### src/rtl/bswr_pkg.sv
// shared constants, command and status codes, and memory write type for the byte stack
`default_nettype none
package bswr_pkg;

	// storage geometry
	localparam int DEPTH       = 32;
	localparam int MAX_RESULTS = 32;
	localparam int ADDR_W      = $clog2(DEPTH);
	localparam int CNT_W       = $clog2(DEPTH + 1);

	// field widths
	localparam int VAL_W = 8;
	localparam int CMD_W = 3;
	localparam int ROT_W = 6;
	localparam int CAP_W = 6;
	localparam int ST_W  = 2;

	// width wide enough to compare fill, capacity and rotate depth
	localparam int CMP_W = (CNT_W > ROT_W) ? CNT_W : ROT_W;

	// hard limit on the capacity in effect
	localparam int CAP_LIM = (DEPTH < MAX_RESULTS) ? DEPTH : MAX_RESULTS;

	localparam logic [CAP_W-1:0] CAP_RESET = CAP_W'(32);

	// command codes
	localparam logic [CMD_W-1:0] CMD_PUSH  = 3'd0;
	localparam logic [CMD_W-1:0] CMD_POP   = 3'd1;
	localparam logic [CMD_W-1:0] CMD_PEEK  = 3'd2;
	localparam logic [CMD_W-1:0] CMD_DUP   = 3'd3;
	localparam logic [CMD_W-1:0] CMD_ROTUP = 3'd4;
	localparam logic [CMD_W-1:0] CMD_ROTDN = 3'd5;
	localparam logic [CMD_W-1:0] CMD_PRINT = 3'd6;

	// status codes
	localparam logic [ST_W-1:0] ST_OK    = 2'd0;
	localparam logic [ST_W-1:0] ST_FULL  = 2'd1;
	localparam logic [ST_W-1:0] ST_EMPTY = 2'd2;
	localparam logic [ST_W-1:0] ST_DEEP  = 2'd3;

	// one write into the entry memory
	typedef struct packed {
		logic              en;
		logic [ADDR_W-1:0] addr;
		logic [VAL_W-1:0]  data;
	} mem_wr_t;

endpackage
`default_nettype wire

### src/rtl/byte_stack_with_rotate.sv
// top level of the byte stack: command sequencer, fill count, capacity register, result register
// A LIFO of bytes kept in a single-port-write, registered-read memory. Each command gives one
// result, print gives one per entry from top to bottom with last on the bottom one. Push, pop,
// peek, error cases and the unknown code pass through S_EMIT or S_EMIT_RD; dup adds S_DUPW;
// a rotate of depth r (2 or more) passes S_LOAD, S_MOVE and S_LAST, with the shared index
// stepper moving one entry per cycle through the memory. Print streams one entry per cycle
// while the output is free, after a registered read. A new command is taken once the previous
// one has its last result in the output register, and capacity writes are taken every cycle.
`default_nettype none
module byte_stack_with_rotate (
	input  wire logic                              clk,
	input  wire logic                              arst_n,
	// configuration channel
	input  wire logic                              cfg_valid,
	output logic                                   cfg_ready,
	input  wire logic [bswr_pkg::CAP_W-1:0]        capacity,
	// command channel
	input  wire logic                              in_valid,
	output logic                                   in_ready,
	input  wire logic [bswr_pkg::CMD_W-1:0]        command,
	input  wire logic [bswr_pkg::VAL_W-1:0]        push_value,
	input  wire logic [bswr_pkg::ROT_W-1:0]        rotate_depth,
	// result channel
	output logic                                   out_valid,
	input  wire logic                              out_ready,
	output logic      [bswr_pkg::VAL_W-1:0]        value,
	output logic                                   value_valid,
	output logic      [bswr_pkg::ST_W-1:0]         status,
	output logic                                   last
);

	localparam int AW  = bswr_pkg::ADDR_W;
	localparam int CW  = bswr_pkg::CNT_W;
	localparam int MW  = bswr_pkg::CMP_W;
	localparam int VW  = bswr_pkg::VAL_W;
	localparam int SW  = bswr_pkg::ST_W;

	typedef enum logic [2:0] {
		S_IDLE,
		S_EMIT,
		S_EMIT_RD,
		S_DUPW,
		S_LOAD,
		S_MOVE,
		S_LAST,
		S_PRINT
	} state_t;

	state_t state_q, state_d;

	logic [bswr_pkg::CAP_W-1:0] cap_q;
	logic [CW-1:0] fill_q, fill_d;
	logic [AW-1:0] idx_q, idx_d;
	logic [AW-1:0] end_q, end_d;
	logic          dn_q, dn_d;
	logic [VW-1:0] moved_q, moved_d;

	logic [VW-1:0] res_val_q, res_val_d;
	logic          res_vld_q, res_vld_d;
	logic [SW-1:0] res_st_q, res_st_d;

	logic          out_valid_q, out_valid_d;
	logic [VW-1:0] out_val_q, out_val_d;
	logic          out_vld_q, out_vld_d;
	logic [SW-1:0] out_st_q, out_st_d;
	logic          out_last_q, out_last_d;

	logic          out_free;
	logic [MW-1:0] fill_x, cap_x, rot_x, cap_eff;
	logic [AW-1:0] top_addr, low_addr, raddr;
	logic [VW-1:0] rdata;
	bswr_pkg::mem_wr_t wr;

	// shared index stepper: one entry toward the end of the rotate span
	function automatic logic [AW-1:0] step(input logic [AW-1:0] a, input logic down);
		return down ? a + AW'(1) : a - AW'(1);
	endfunction

	// capacity in effect and operand alignment
	always_comb begin
		fill_x   = MW'(fill_q);
		cap_x    = MW'(cap_q);
		rot_x    = MW'(rotate_depth);
		cap_eff  = (cap_x > MW'(bswr_pkg::CAP_LIM)) ? MW'(bswr_pkg::CAP_LIM) : cap_x;
		top_addr = AW'(fill_x - MW'(1));
		low_addr = AW'(fill_x - rot_x);
	end

	assign out_free = !out_valid_q || out_ready;

	// sequencer next state
	always_comb begin
		state_d     = state_q;
		fill_d      = fill_q;
		idx_d       = idx_q;
		end_d       = end_q;
		dn_d        = dn_q;
		moved_d     = moved_q;
		res_val_d   = res_val_q;
		res_vld_d   = res_vld_q;
		res_st_d    = res_st_q;
		out_valid_d = out_valid_q;
		out_val_d   = out_val_q;
		out_vld_d   = out_vld_q;
		out_st_d    = out_st_q;
		out_last_d  = out_last_q;
		wr          = '0;

		// result taken downstream
		if (out_valid_q && out_ready) begin
			out_valid_d = 1'b0;
		end

		unique case (state_q)
			S_IDLE: begin
				if (in_valid) begin
					res_val_d = '0;
					res_vld_d = 1'b0;
					res_st_d  = bswr_pkg::ST_OK;
					state_d   = S_EMIT;
					unique case (command)
						bswr_pkg::CMD_PUSH: begin
							if (fill_x >= cap_eff) begin
								res_st_d = bswr_pkg::ST_FULL;
							end else begin
								wr.en   = 1'b1;
								wr.addr = AW'(fill_q);
								wr.data = push_value;
								fill_d  = fill_q + CW'(1);
							end
						end
						bswr_pkg::CMD_POP, bswr_pkg::CMD_PEEK: begin
							if (fill_q == '0) begin
								res_st_d = bswr_pkg::ST_EMPTY;
							end else begin
								idx_d   = top_addr;
								state_d = S_EMIT_RD;
								if (command == bswr_pkg::CMD_POP) begin
									fill_d = fill_q - CW'(1);
								end
							end
						end
						bswr_pkg::CMD_DUP: begin
							if (fill_x >= cap_eff) begin
								res_st_d = bswr_pkg::ST_FULL;
							end else if (fill_q == '0) begin
								res_st_d = bswr_pkg::ST_EMPTY;
							end else begin
								idx_d   = top_addr;
								state_d = S_DUPW;
							end
						end
						bswr_pkg::CMD_ROTUP, bswr_pkg::CMD_ROTDN: begin
							if (rot_x > fill_x) begin
								res_st_d = bswr_pkg::ST_DEEP;
							end else if (rot_x > MW'(1)) begin
								dn_d    = (command == bswr_pkg::CMD_ROTDN);
								idx_d   = (command == bswr_pkg::CMD_ROTDN) ? low_addr : top_addr;
								end_d   = (command == bswr_pkg::CMD_ROTDN) ? top_addr : low_addr;
								state_d = S_LOAD;
							end
						end
						bswr_pkg::CMD_PRINT: begin
							if (fill_q != '0) begin
								idx_d   = top_addr;
								state_d = S_PRINT;
							end
						end
						default: begin
						end
					endcase
				end
			end
			// hand a prepared result to the output register
			S_EMIT: begin
				if (out_free) begin
					out_valid_d = 1'b1;
					out_val_d   = res_val_q;
					out_vld_d   = res_vld_q;
					out_st_d    = res_st_q;
					out_last_d  = 1'b1;
					state_d     = S_IDLE;
				end
			end
			// pop or peek: top entry straight from the read port
			S_EMIT_RD: begin
				if (out_free) begin
					out_valid_d = 1'b1;
					out_val_d   = rdata;
					out_vld_d   = 1'b1;
					out_st_d    = bswr_pkg::ST_OK;
					out_last_d  = 1'b1;
					state_d     = S_IDLE;
				end
			end
			// dup: copy the top entry one slot up
			S_DUPW: begin
				wr.en     = 1'b1;
				wr.addr   = AW'(fill_q);
				wr.data   = rdata;
				fill_d    = fill_q + CW'(1);
				res_val_d = '0;
				res_vld_d = 1'b0;
				res_st_d  = bswr_pkg::ST_OK;
				state_d   = S_EMIT;
			end
			// rotate: capture the entry that moves across the span
			S_LOAD: begin
				moved_d = rdata;
				state_d = S_MOVE;
			end
			// rotate: shift one entry per cycle toward the start
			S_MOVE: begin
				wr.en   = 1'b1;
				wr.addr = idx_q;
				wr.data = rdata;
				if (step(idx_q, dn_q) == end_q) begin
					state_d = S_LAST;
				end else begin
					idx_d = step(idx_q, dn_q);
				end
			end
			// rotate: drop the moved entry at the far end
			S_LAST: begin
				wr.en     = 1'b1;
				wr.addr   = end_q;
				wr.data   = moved_q;
				res_val_d = moved_q;
				res_vld_d = 1'b1;
				res_st_d  = bswr_pkg::ST_OK;
				state_d   = S_EMIT;
			end
			// print: stream entries from top down to the bottom
			S_PRINT: begin
				if (out_free) begin
					out_valid_d = 1'b1;
					out_val_d   = rdata;
					out_vld_d   = 1'b1;
					out_st_d    = bswr_pkg::ST_OK;
					out_last_d  = (idx_q == '0);
					if (idx_q == '0) begin
						state_d = S_IDLE;
					end else begin
						idx_d = idx_q - AW'(1);
					end
				end
			end
			default: begin
				state_d = S_IDLE;
			end
		endcase
	end

	// read address: one step ahead while rotating, else the current index
	assign raddr = (state_q == S_LOAD || state_q == S_MOVE) ? step(idx_d, dn_q) : idx_d;

	bswr_ram u_ram (
		.clk   (clk),
		.wr    (wr),
		.raddr (raddr),
		.rdata (rdata)
	);

	// state, fill, capacity and result registers
	always_ff @(posedge clk or negedge arst_n) begin
		if (!arst_n) begin
			state_q     <= S_IDLE;
			fill_q      <= '0;
			cap_q       <= bswr_pkg::CAP_RESET;
			out_valid_q <= 1'b0;
		end else begin
			state_q     <= state_d;
			fill_q      <= fill_d;
			out_valid_q <= out_valid_d;
			if (cfg_valid) begin
				cap_q <= capacity;
			end
		end
	end

	// payload registers
	always_ff @(posedge clk) begin
		idx_q      <= idx_d;
		end_q      <= end_d;
		dn_q       <= dn_d;
		moved_q    <= moved_d;
		res_val_q  <= res_val_d;
		res_vld_q  <= res_vld_d;
		res_st_q   <= res_st_d;
		out_val_q  <= out_val_d;
		out_vld_q  <= out_vld_d;
		out_st_q   <= out_st_d;
		out_last_q <= out_last_d;
	end

	assign cfg_ready   = 1'b1;
	assign in_ready    = (state_q == S_IDLE);
	assign out_valid   = out_valid_q;
	assign value       = out_val_q;
	assign value_valid = out_vld_q;
	assign status      = out_st_q;
	assign last        = out_last_q;

endmodule
`default_nettype wire

### src/rtl/bswr_ram.sv
// entry memory of the byte stack: one write port, one registered read port
`default_nettype none
module bswr_ram (
	input  wire logic                           clk,
	input  wire bswr_pkg::mem_wr_t              wr,
	input  wire logic [bswr_pkg::ADDR_W-1:0]    raddr,
	output logic      [bswr_pkg::VAL_W-1:0]     rdata
);

	logic [bswr_pkg::VAL_W-1:0] mem_q [bswr_pkg::DEPTH];

	// write port
	always_ff @(posedge clk) begin
		if (wr.en) begin
			mem_q[wr.addr] <= wr.data;
		end
	end

	// registered read port
	always_ff @(posedge clk) begin
		rdata <= mem_q[raddr];
	end

endmodule
`default_nettype wire
### config.mk
export PLATFORM = sky130hd
export DESIGN_NAME = byte_stack_with_rotate
export DESIGN_NICKNAME = d
export VERILOG_FILES = /design/src/rtl/bswr_pkg.sv /design/src/rtl/byte_stack_with_rotate.sv /design/src/rtl/bswr_ram.sv
export SDC_FILE = /design/constraint.sdc
export NUM_CORES = 1
export LEC_CHECK = 0
export ABC_AREA = 0
export BUFFER_PORTS_ARGS = -buffer_cell sky130_fd_sc_hd__buf_2
export CAP_MARGIN = 10
export CORE_MARGIN = 2
export CORE_UTILIZATION = 55
export CTS_CLUSTER_DIAMETER = 80
export DETAILED_ROUTE_END_ITERATION = 7
export HOLD_SLACK_MARGIN = 0.06
export PLACE_DENSITY = 0.72
export SYNTH_ARGS = -nofsm -noshare
export SYNTH_HDL_FRONTEND = slang
export SYNTH_SLANG_ARGS = --single-unit
### constraint.sdc
create_clock -name clk -period 6.2 [get_ports clk]
set_input_delay 1.86 -clock clk [delete_from_list [all_inputs] [get_ports clk]]
set_output_delay 1.86 -clock clk [all_outputs]
set_load 0.1 [all_outputs]
### Yosys cells after proc, flatten, opt, wreduce, memory -nomap -nowiden

Memory sizes are Yosys's and may differ from the RTL's. A register that Yosys moved wholly into a read port is not among the register bits.
Index checks and enable logic that the tools add are counted.

| storage, ports and cells | value |
|---|---|
| bits in registers | 58 |
| latch bits | 0 |
| bits in writable memories | 256 |
| ROM bits | 0 |
| bits of input ports | 28 |
| output and inout bits | 15 |
| word-level logic and storage cells | 147 |
| memories | 1 |

| cells by class | value |
|---|---|
| add/sub/neg operators | 7 |
| multiply operators | 0 |
| divide/modulo/power cells | 0 |
| magnitude comparators | 4 |
| eq/ne operators | 25 |
| shift operators | 0 |
| mux-type cells | 67 |
| bitwise operators | 1 |
| reduce and logical (&&, ||, !) cells | 27 |

Memories:

| name | words | width | read ports | clocked after memory_dff | write ports | RTL line | source |
|---|---|---|---|---|---|---|---|
| u_ram.mem_q | 32 | 8 | 1 | 1 | 1 | bswr_ram.sv:10 | `logic [bswr_pkg::VAL_W-1:0] mem_q [bswr_pkg::DEPTH];` |

Operator list:

| kind | number |
|---|---|
| $mux 5 | 14 |
| $pmux 14 s4 | 1 |
| $mux 14 | 3 |
| $mux 6 | 5 |
| $mux 3 | 8 |
| $mux 8 | 3 |
| $pmux 6 s2 | 2 |
| $pmux 8 s3 | 1 |
| $eq 3x3->1 const B | 7 |
| $pmux 5 s4 | 1 |
| $mux 2 | 9 |
| $pmux 3 s6 | 1 |
| $pmux 8 s2 | 1 |
| $pmux 5 s3 | 1 |
| $eq 3x2->1 const B | 4 |
| $pmux 3 s4 | 1 |
| $add 5x1->5 const B | 2 |
| $mux 1 | 10 |
| $ne 2x2->1 const B | 5 |
| $reduce_and 5->1 | 2 |
| $reduce_or 2->1 | 5 |
| $sub 5x1->5 const B | 2 |
| $ne 3x3->1 const B | 3 |
| $pmux 2 s2 | 2 |
| other kinds (28) | 38 |

### Depth between registers and ports, before layout

Gate-level depths: netlist (run 1).

| depth | value |
|---|---|
| depth after elaboration | 10 |
| mapped depth | 23 |
| mapped depth without buffers | 21 |

### Hierarchy

From an unflattened synthesis (run 1), not the netlist that was laid out.

| second synthesis, totals | value |
|---|---|
| cell total of the unflattened synthesis | 836 |
| area, all modules | 14142.3 sq um |

By module, submodules not included:

| module | times used | cells an instance | area an instance (sq um) | sequential area each (sq um) |
|---|---|---|---|---|
| bswr_ram | 1 | 417 | 10053.4 | 7847.5 |
| byte_stack_with_rotate | 1 | 419 | 4088.9 | 1612.8 |

### Worst setup path before layout (run 1)

No wires, ideal clock.

| timing | value |
|---|---|
| path type | input-to-reg |
| from | input rotate_depth[2] in the netlist's numbering |
| to | register u_ram.rdata[0] in the netlist's numbering, read port of u_ram.mem_q |
| setup time | 0.088 ns |
| arrival time | 6.426 ns |
| data required time | 6.112 ns |
| setup slack | -0.313 ns |
| stages | 20 |
| buffers on the path | 3 |
| cell sequence | inv_1 > ha_1 > and4_4 > o21a_4 > o31ai_4 > nand2_2 > or4_4 > a41oi_4 > clkbuf_1 > and2_1 > ha_1 > xor2_1 > nor2_1 > a31o_1 > buf_6 > buf_6 > nand2_1 > a32o_1 > o31a_1 > nor4_2 |

| between the ends | value |
|---|---|
| cells in the longest elaborated chain, start to end | 10 |
| elaborated cells on any way between the ends | 13 |
| classes of those cells | add/sub (3); order compare (2); mux (8) |

RTL lines:

| what | RTL line | source |
|---|---|---|
| start: declaration | byte_stack_with_rotate.sv:22 | `input wire logic [bswr_pkg::ROT_W-1:0] rotate_depth,` |
| $sub 5x5->5 | byte_stack_with_rotate.sv:86 | `low_addr = AW'(fill_x - rot_x);` |
| $mux 5 | byte_stack_with_rotate.sv:158 | `idx_d = (command == bswr_pkg::CMD_ROTDN) ? low_addr : top_addr;` |
| $mux 5 | byte_stack_with_rotate.sv:156 | `end else if (rot_x > MW'(1)) begin` |
| $mux 5 * | byte_stack_with_rotate.sv:154 | `if (rot_x > fill_x) begin` |
| $pmux 5 s4 * | byte_stack_with_rotate.sv:121 | `unique case (command)` |
| $mux 5 * | byte_stack_with_rotate.sv:116 | `if (in_valid) begin` |
| $pmux 5 s3 * | byte_stack_with_rotate.sv:114 | `unique case (state_q)` |
| net idx_d[2] | byte_stack_with_rotate.sv:53 | `logic [AW-1:0] idx_q, idx_d;` |
| $sub 5x1->5 / $add 5x1->5 (equally long branches) | byte_stack_with_rotate.sv:76 | `return down ? a + AW'(1) : a - AW'(1);` |
| $mux 5 | byte_stack_with_rotate.sv:76 |  |
| $mux 5 * | byte_stack_with_rotate.sv:255 | `assign raddr = (state_q == S_LOAD \|\| state_q == S_MOVE) ? step(idx_d, dn_q) : idx_d;` |
| end: declaration | bswr_ram.sv:7 | `output logic [bswr_pkg::VAL_W-1:0] rdata` |

Mark *: on every way through the listed nets, which the timed path passes. The rest lies on a longest branch.
A chain may end at the register's enable or synchronous reset.

### Worst setup path in the final report (run 1)

| timing | value |
|---|---|
| from | input rotate_depth[1] in the netlist's numbering |
| to | register u_ram.rdata[4] in the netlist's numbering, read port of u_ram.mem_q |

Same word-level chain as after synthesis.

==> results of run 1 <==
==> placed cells by master (no fill, tap or decap), drive strengths merged, types with 11 or more instances in the layout <==
cell / instances
ha: 23
nand2: 85
dfxtp: 13
and2: 15
nor2: 78
a21oi: 49
mux2: 31
o21ai: 24
xnor2: 14
nand3: 32
edfxtp: 293
nor3: 27
dfrtp: 15
o31a: 11
a221o: 26
mux2i: 127
a22oi: 19
clkbuf: 42
xor2: 11
buf: 92
clkinv: 12
inv: 26
==> cell usage after synthesis, drive strengths merged, types with 24 or more instances <==
cell and count:
nand2 85, buf 30, clkbuf 25, nor3 27
mux2i 127, mux2 31, o21ai 24, nand3 32
inv 25, nor2 78, edfxtp 293, a221o 26
a21oi 49
==> through the flow <==
stage | setup TNS, ns | instances
6_report | 0 | 1548
5_1_grt | 0 | 1548
4_1_cts | 0 | 1547
3_5_place_dp | -0.149 | 1487
3_3_place_gp | 0 | 1487
2_1_floorplan | 0 | 1110
==> flip-flops by register name, indices dropped and copies added (netlist names) <==
| register | cells |
|---|---|
| res_val_q | 8 |
| res_vld_q | 1 |
| dn_q | 1 |
| u_ram.mem_q | 256 |
| idx_q | 5 |
| fill_q | 6 |
| value | 8 |
| moved_q | 8 |
| value_valid | 1 |
| end_q | 5 |
| u_ram.rdata | 8 |
| cap_q | 6 |
| status | 2 |
| out_valid | 1 |
| last | 1 |
| state_q | 3 |
| res_st_q | 2 |
==> area by class of cell <==
class	count	share of cell area (%)
clock inverters	18	1.26
inverters	25	0.552
well taps	341	2.51
clock buffers	42	5.31
multi-input cells	708	30.8
repair buffers	92	3.96
flip-flops and latches	322	55.7
==> final timing paths <==
path	slack (ns)	endpoint
setup / recovery	0.43	u_ram.rdata[4]$_DFF_P_
hold / removal	0.51	cap_q[0]$_DFFE_PN0P_
setup reg to reg	1.12	u_ram.rdata[5]$_DFF_P_
hold reg to reg	0.51	cap_q[0]$_DFFE_PN0P_
max in group asynchronous	4.63	cap_q[5]$_DFFE_PN1P_
min in group asynchronous	1.26	cap_q[0]$_DFFE_PN0P_
==> cell families after synthesis <==
kind of cell	count (synthesis)	synth area share, %
fa+ha+maj	25	2.18
simple gates	297	9.95
other cells	1	0.0249
compound gates	201	10.1
xor+xnor	26	1.61
flops	322	62.9
mux	158	10.9
buf+inv	80	2.40
==> layer usage <==
layer	GRT usage, %	up-vias	wire length, um
met2	40.6	390	16400
met1	32.1	4712	14300
met3	5.18	85	2690
met4	7.66	0	1020
li1	-	4417	-
met5	0	-	0
==> worst reg2reg max path, cell delays in order, from the launching register on <==
cell and delay [ns]:
dfrtp_1 0.54, inv_1 0.27, ha_1 0.28, or4b_1 0.56, nand2b_1 0.36, nand2_1 0.14
o2111ai_1 0.12, a31oi_1 0.29, nor3_2 0.10, fa_1 0.47, xor2_1 0.20, nor2_4 0.15
buf_4 0.25, a21oi_2 0.08, buf_4 0.22, a221o_1 0.31, nor3_1 0.32, o31a_1 0.25
nor4_2 0.06
==> metrics.md, run 1 <==
| Metric | Value |
|---|---|
| Status | complete, no violations |
| Syn Area/Cell | 13.5 sq um |
| Final Worst Setup Slack | about 0.43 ns |
| Delay-heaviest family, CP | simple AND/OR/NAND/NOR gates |
| R2R Path Start | fill_q[0]$_DFFE_PN0P_ |
| CP endpoint kind | register |
| Residual DRC | 0 |
| CTS HTree Levels | 2 |
| CP arrival | around 6.2 ns |
| Hold_buf cts | 0 |
| Initial antenna violation count | 0 |
| Tcrit/Tclk final | between 90% and 100% |
| Multi-input gate area | 5230 sq um |
| Total track usage | about 24% |
| First-pass GRT wire length | about 53 mm |
| Clock Skew | around 0.013 ns |
| Die Span Y | between 150 and 200 um |
| Max-cap violations | 0 |
| Initial drt markers | between 900 and 1000 |
| Crit path depth | 20 |
| CP startpoint | rotate_depth[1] |
| CP cell instances | buf_2, inv_1, ha_1, nor2b_1, o21a_4, o31ai_4, nand2_2, or4_4, a41oi_4, and2_1, ha_1, a21o_1, a21oi_1, xnor2_1, nor2_1, xnor2_1, nor3_1, buf_4, a22o_1, nor4_2 |
| Core ar. | ~27000 sq um |
| Syn Inst Count | 1110 |
| Full die area | about 29000 sq um |
| Storage cell area | around 9500 sq um |
| Syn Std Cell Area | 15000 sq um |
| Post-layout nets | roughly 1200 |
| Post-CTS Repair Setup Buffers | 0 |
| Clock Latency Late Sink | around 0.5 ns |
| Vias in the first global route | about 9500 |
| Hold Crit Start | cap_q[0]$_DFFE_PN0P_ |
| FILL cells | a little under 2000 |
| R2R cell count | 18 |
| CTS buffer count | 34 |
| EDFF count, synth | roughly 290 |
| Die Wd | roughly 170 um |
| Seq/Total Area, Yosys | 62.9% |
| Synth top area share | 58.5% |
| Initial Utilization | 55.9% |
| Crit path kind | in -> reg |
| Row count | 60 |
| Critical Path RT | ~6.6 ns |
| Synth async-reset ratio | under 10% |
| Yosys warning count | 0 |
| Post-DP HPWL | approximately 23 mm |
| Hold crit path type | reg -> reg |
| Share of cells above drive strength 1 | roughly 16% |
| Routed len/inst | around 22 um |
| Main synth FF type | edfxtp_1 |
| Finished Cell Area | 17000 sq um |
| Clock period minus worst slack | just under 6 ns |
| CTS tree | built |
| Avg Vias per Cell | 6.20 |
| Clock root cell | clkbuf_16 |
| Vias | approximately 9600 |
| Slowest CP cell | or4_4 |
| IO Pins | 43 |
| DRT Wirelength | about 34 mm |
| Final hold vios | 0 |
| Placed inst area | ~16000 sq um |
| Synthesized Nets | 1163 |
| Routed Antenna Nets | 0 |
| Worst-Margin Slew | 1.22 ns |
| Fmax | about 170 MHz |
| Worst setup SP type | input pin |
| TritonCTS Sinks | 322 |
| Gpl congestion | approximately 0.96 |
| Sum of buffers and inverters on the critical path | 3 |
| Hold WS | ~0.51 ns |
| Util after Layout | 63.2% |
| Dpl ws | -0.0466 ns |
| GRT Residual Overflow | 0 |
| Slew Limit Headroom | 18.6% |
| Clock Tree Buf Depth | 3 |
| Largest net degree at the start of global routing | 33 |
| N_diodes | 0 |
| Area delta synth->final | 13.1% |
| Post-CTS Resized | 0 |
| Clk pin slew, worst setup/hold paths | ~0.060 ns |
| Area leader, netlist | edfxtp_1 |
| Top post-synthesis cells by area | edfxtp_1 (59%), mux2i_1 (8.4%), dfrtp_1 (2.5%) |
| Crit-path max FO | 8 |
| Max-slew violations | 0 |
| Yosys cell types | a little under 80 |
| Max incr delay on CP | ~0.54 ns |
| #FFs+latches synth | ~320 |
| Pre-antenna DRT Iters | 5 |
| Final setup vio count | 0 |
| RSZ-0062 raised after global routing | false |
| I/O Buffers | 41 |
| WHS Path Cells | 1 |
Power of run 1 is not shown: default switching activity piles up to over one toggle a cycle in this logic, so the estimate is an artifact.
==> run 2, diff against run 1 <==
Settings changed: CORE_UTILIZATION 55 to 40, GPL_TIMING_DRIVEN set to 1, PLACE_DENSITY 0.72 to unset.
==> run 2 against run 1 <==
Maximum frequency decreased by 1.8%. Setup slack got worse by 0.10 ns. Register-to-register slack got worse by 0.12 ns. Final cell count increased by 8.5%. Count of clock-buffer cells in the layout decreased by 1. Routed wire length increased by 11%. First-iteration DRC count increased by 8.4%. Non-clock buffer count unchanged. Critical path depth decreased by 1. Largest cell class unchanged.
==> metrics.md, run 2 (synthesis gave the netlist of run 1 again) <==
| Metric | Value |
|---|---|
| RSZ-0062 raised after global routing | false (unchanged) |
| Initial drt markers | 1027 (was 947) |
| Total track usage | 19.7% (was 24.3%) |
| Met2 wire length | 16.9 mm (was 16.4 mm) |
| Pre-antenna DRT Iters | 6 (was 5) |
| Gpl congestion | 0.904 (was 0.956) |
| CP cell instances | buf_2, inv_1, ha_1, nor2b_1, o21a_4, o31ai_4, nand2_2, or4_4, a41oi_4, and2_1, ha_1, a21o_1, a21oi_1, xnor2_1, nor2_1, xnor2_1, nor3_1, a22o_1, nor4_2 (was buf_2, inv_1, ha_1, nor2b_1, o21a_4, o31ai_4, nand2_2, or4_4, a41oi_4, and2_1, ha_1, a21o_1, a21oi_1, xnor2_1, nor2_1, xnor2_1, nor3_1, buf_4, a22o_1, nor4_2) |
| R2R Path Start | fill_q[0]$_DFFE_PN0P_ (unchanged) |
| Post-CTS Resized | 0 (unchanged) |
| Hold WS | 0.504 ns (was 0.508 ns) |
| CP endpoint kind | register (unchanged) |
| Clock Skew | 0.0136 ns (was 0.0127 ns) |
| Final hold vios | 0 (unchanged) |
| CTS HTree Levels | 2 (unchanged) |
| Largest register by flop count | u_ram.mem_q (unchanged) |
| FILL cells | 3320 (was 1980) |
| Die Wd | 198 um (was 169 um) |
| CTS tree | built (unchanged) |
| Final setup vio count | 0 (unchanged) |
| Crit-path max FO | 8 (unchanged) |
| Largest net degree at the start of global routing | 40 (was 33) |
| Clock Tree Buf Depth | 3 (unchanged) |
| WL met3 | 2.97 mm (was 2.69 mm) |
| N_diodes | 0 (unchanged) |
| Max-slew violations | 0 (unchanged) |
| Worst-Margin Slew | 1.39 ns (was 1.22 ns) |
| CP arrival | 6.28 ns (was 6.19 ns) |
| Die Span Y | 198 um (was 169 um) |
| First-pass GRT wire length | 57.2 mm (was 53.3 mm) |
| CP startpoint | rotate_depth[1] (unchanged) |
| Avg Vias per Cell | 5.74 (was 6.20) |
| Vias | 9649 (was 9604) |
| GRT Residual Overflow | 0 (unchanged) |
| Post-DP HPWL | 25.4 mm (was 23.5 mm) |
| Row count | 71 (was 60) |
| Most frequent cells in the layout | edfxtp_1 (293), mux2i_1 (126), nand2_1 (84) (unchanged) |
| DR top layer | met5 (was met4) |
| Hold crit path type | reg -> reg (unchanged) |
| Area delta synth->final | 13.7% (was 13.1%) |
| Routed len/inst | 22.9 um (was 22.3 um) |
| Clk pin slew, worst setup/hold paths | 0.06 ns (about the same) |
| Residual DRC | 0 (unchanged) |
| Clock root cell | clkbuf_16 (unchanged) |
| Status | complete, no violations (unchanged) |
| Crit path kind | in -> reg (unchanged) |
| Critical Path RT | 6.61 ns (was 6.62 ns) |
| IO Pins | 43 (unchanged) |
| I/O Buffers | 41 (unchanged) |
| Vias in the first global route | 9197 (was 9479) |
| Share of cells above drive strength 1 | 16.4% (was 16.5%) |
| Post-CTS Repair Setup Buffers | 0 (unchanged) |
| Post-layout nets | 1237 (was 1236) |
| Routed Antenna Nets | 0 (unchanged) |
| M1 wire length | 17.2 mm (was 14.3 mm) |
| Hold Crit Start | res_vld_q$_DFFE_PP_ (was cap_q[0]$_DFFE_PN0P_) |
| Hold_buf cts | 0 (unchanged) |
| TritonCTS Sinks | 322 (unchanged) |
| Initial Utilization | 40.3% (was 55.9%) |
| Slew Limit Headroom | 7.42% (was 18.6%) |
| Fmax | 170 MHz (was 173 MHz) |
| Full die area | 39200 sq um (was 28700 sq um) |
| Reg2reg setup slack | 1.00 ns (was 1.12 ns) |
| Max incr delay on CP | 0.79 ns (was 0.54 ns) |
| Initial antenna violation count | 0 (unchanged) |
| Max-cap violations | 0 (unchanged) |
| DRT Wirelength | 38.4 mm (was 34.5 mm) |
| Tcrit/Tclk final | 94.8% (was 93.1%) |
| Core ar. | 37300 sq um (was 26900 sq um) |
| Slowest CP cell | nor3_1 (was or4_4) |
| Worst setup SP type | input pin (unchanged) |
| CTS buffer count | 35 (was 34) |
| Flip-flop count of the largest register after layout | 256 (unchanged) |
| Clock Latency Late Sink | 0.52 ns (was 0.51 ns) |
| Clock period minus worst slack | 5.88 ns (was 5.77 ns) |
| Commonest non-fill, non-tap cell in the layout | edfxtp_1 (unchanged) |
run 2: through the flow:
| step | area, sq um | util (%) | setup WS, ns | cells | TNS, ns |
|---|---|---|---|---|---|
| finish | 17100 | 45.8 | 0.325 | 1680 | 0 |
| floorplan | 15000 | - | 0.0159 | 1110 | 0 |
| global placement | 16000 | 43.0 | -0.0359 | 1621 | -0.199 |
| detailed placement | 16000 | 43.0 | -0.153 | 1621 | -1.06 |
| CTS | 17100 | 45.8 | 0.401 | 1680 | 0 |
| global route | 17100 | 45.8 | 0.00801 | 1680 | 0 |
run 2: layout make-up:
cell class	count	area (sq um)	share of cell area [%]
clock buffer	41	898	5.25
clock inverter	18	176	1.03
inverter	25	93.8	0.549
multi-input combinational	708	5230	30.6
sequential	322	9460	55.3
tap	474	593	3.47
timing repair buffer	92	651	3.80
run 2: worst paths after layout:
| kind | endpoint | cells after the start |
|---|---|---|
| min in group asynchronous | fill_q[3]$_DFFE_PN0P_ | 1 |
| max | u_ram.rdata[0]$_DFF_P_ | 19 |
| min | value_valid$_SDFFCE_PN1P_ | 1 |
| max in group asynchronous | cap_q[5]$_DFFE_PN1P_ | 1 |
| max reg2reg | u_ram.rdata[0]$_DFF_P_ | 19 |
| min reg2reg | value_valid$_SDFFCE_PN1P_ | 1 |
run 2: layer usage:
| layer | vias up | GRT usage, % |
|---|---|---|
| met5 | - | 0.894 |
| li1 | 4417 | - |
| met2 | 412 | 29.5 |
| met1 | 4727 | 28.2 |
| met3 | 91 | 4.28 |
| met4 | 2 | 6.54 |
run 2: critical path, delay by kind of cell:
| family | cells | cell delay [ns] |
|---|---|---|
| fa+ha+maj | 2 | 0.59 |
| xor+xnor | 2 | 0.38 |
| compound gates | 6 | 1.35 |
| simple gates | 7 | 1.91 |
| buf+inv | 2 | 0.17 |
Power of run 2 is left out for the same reason.
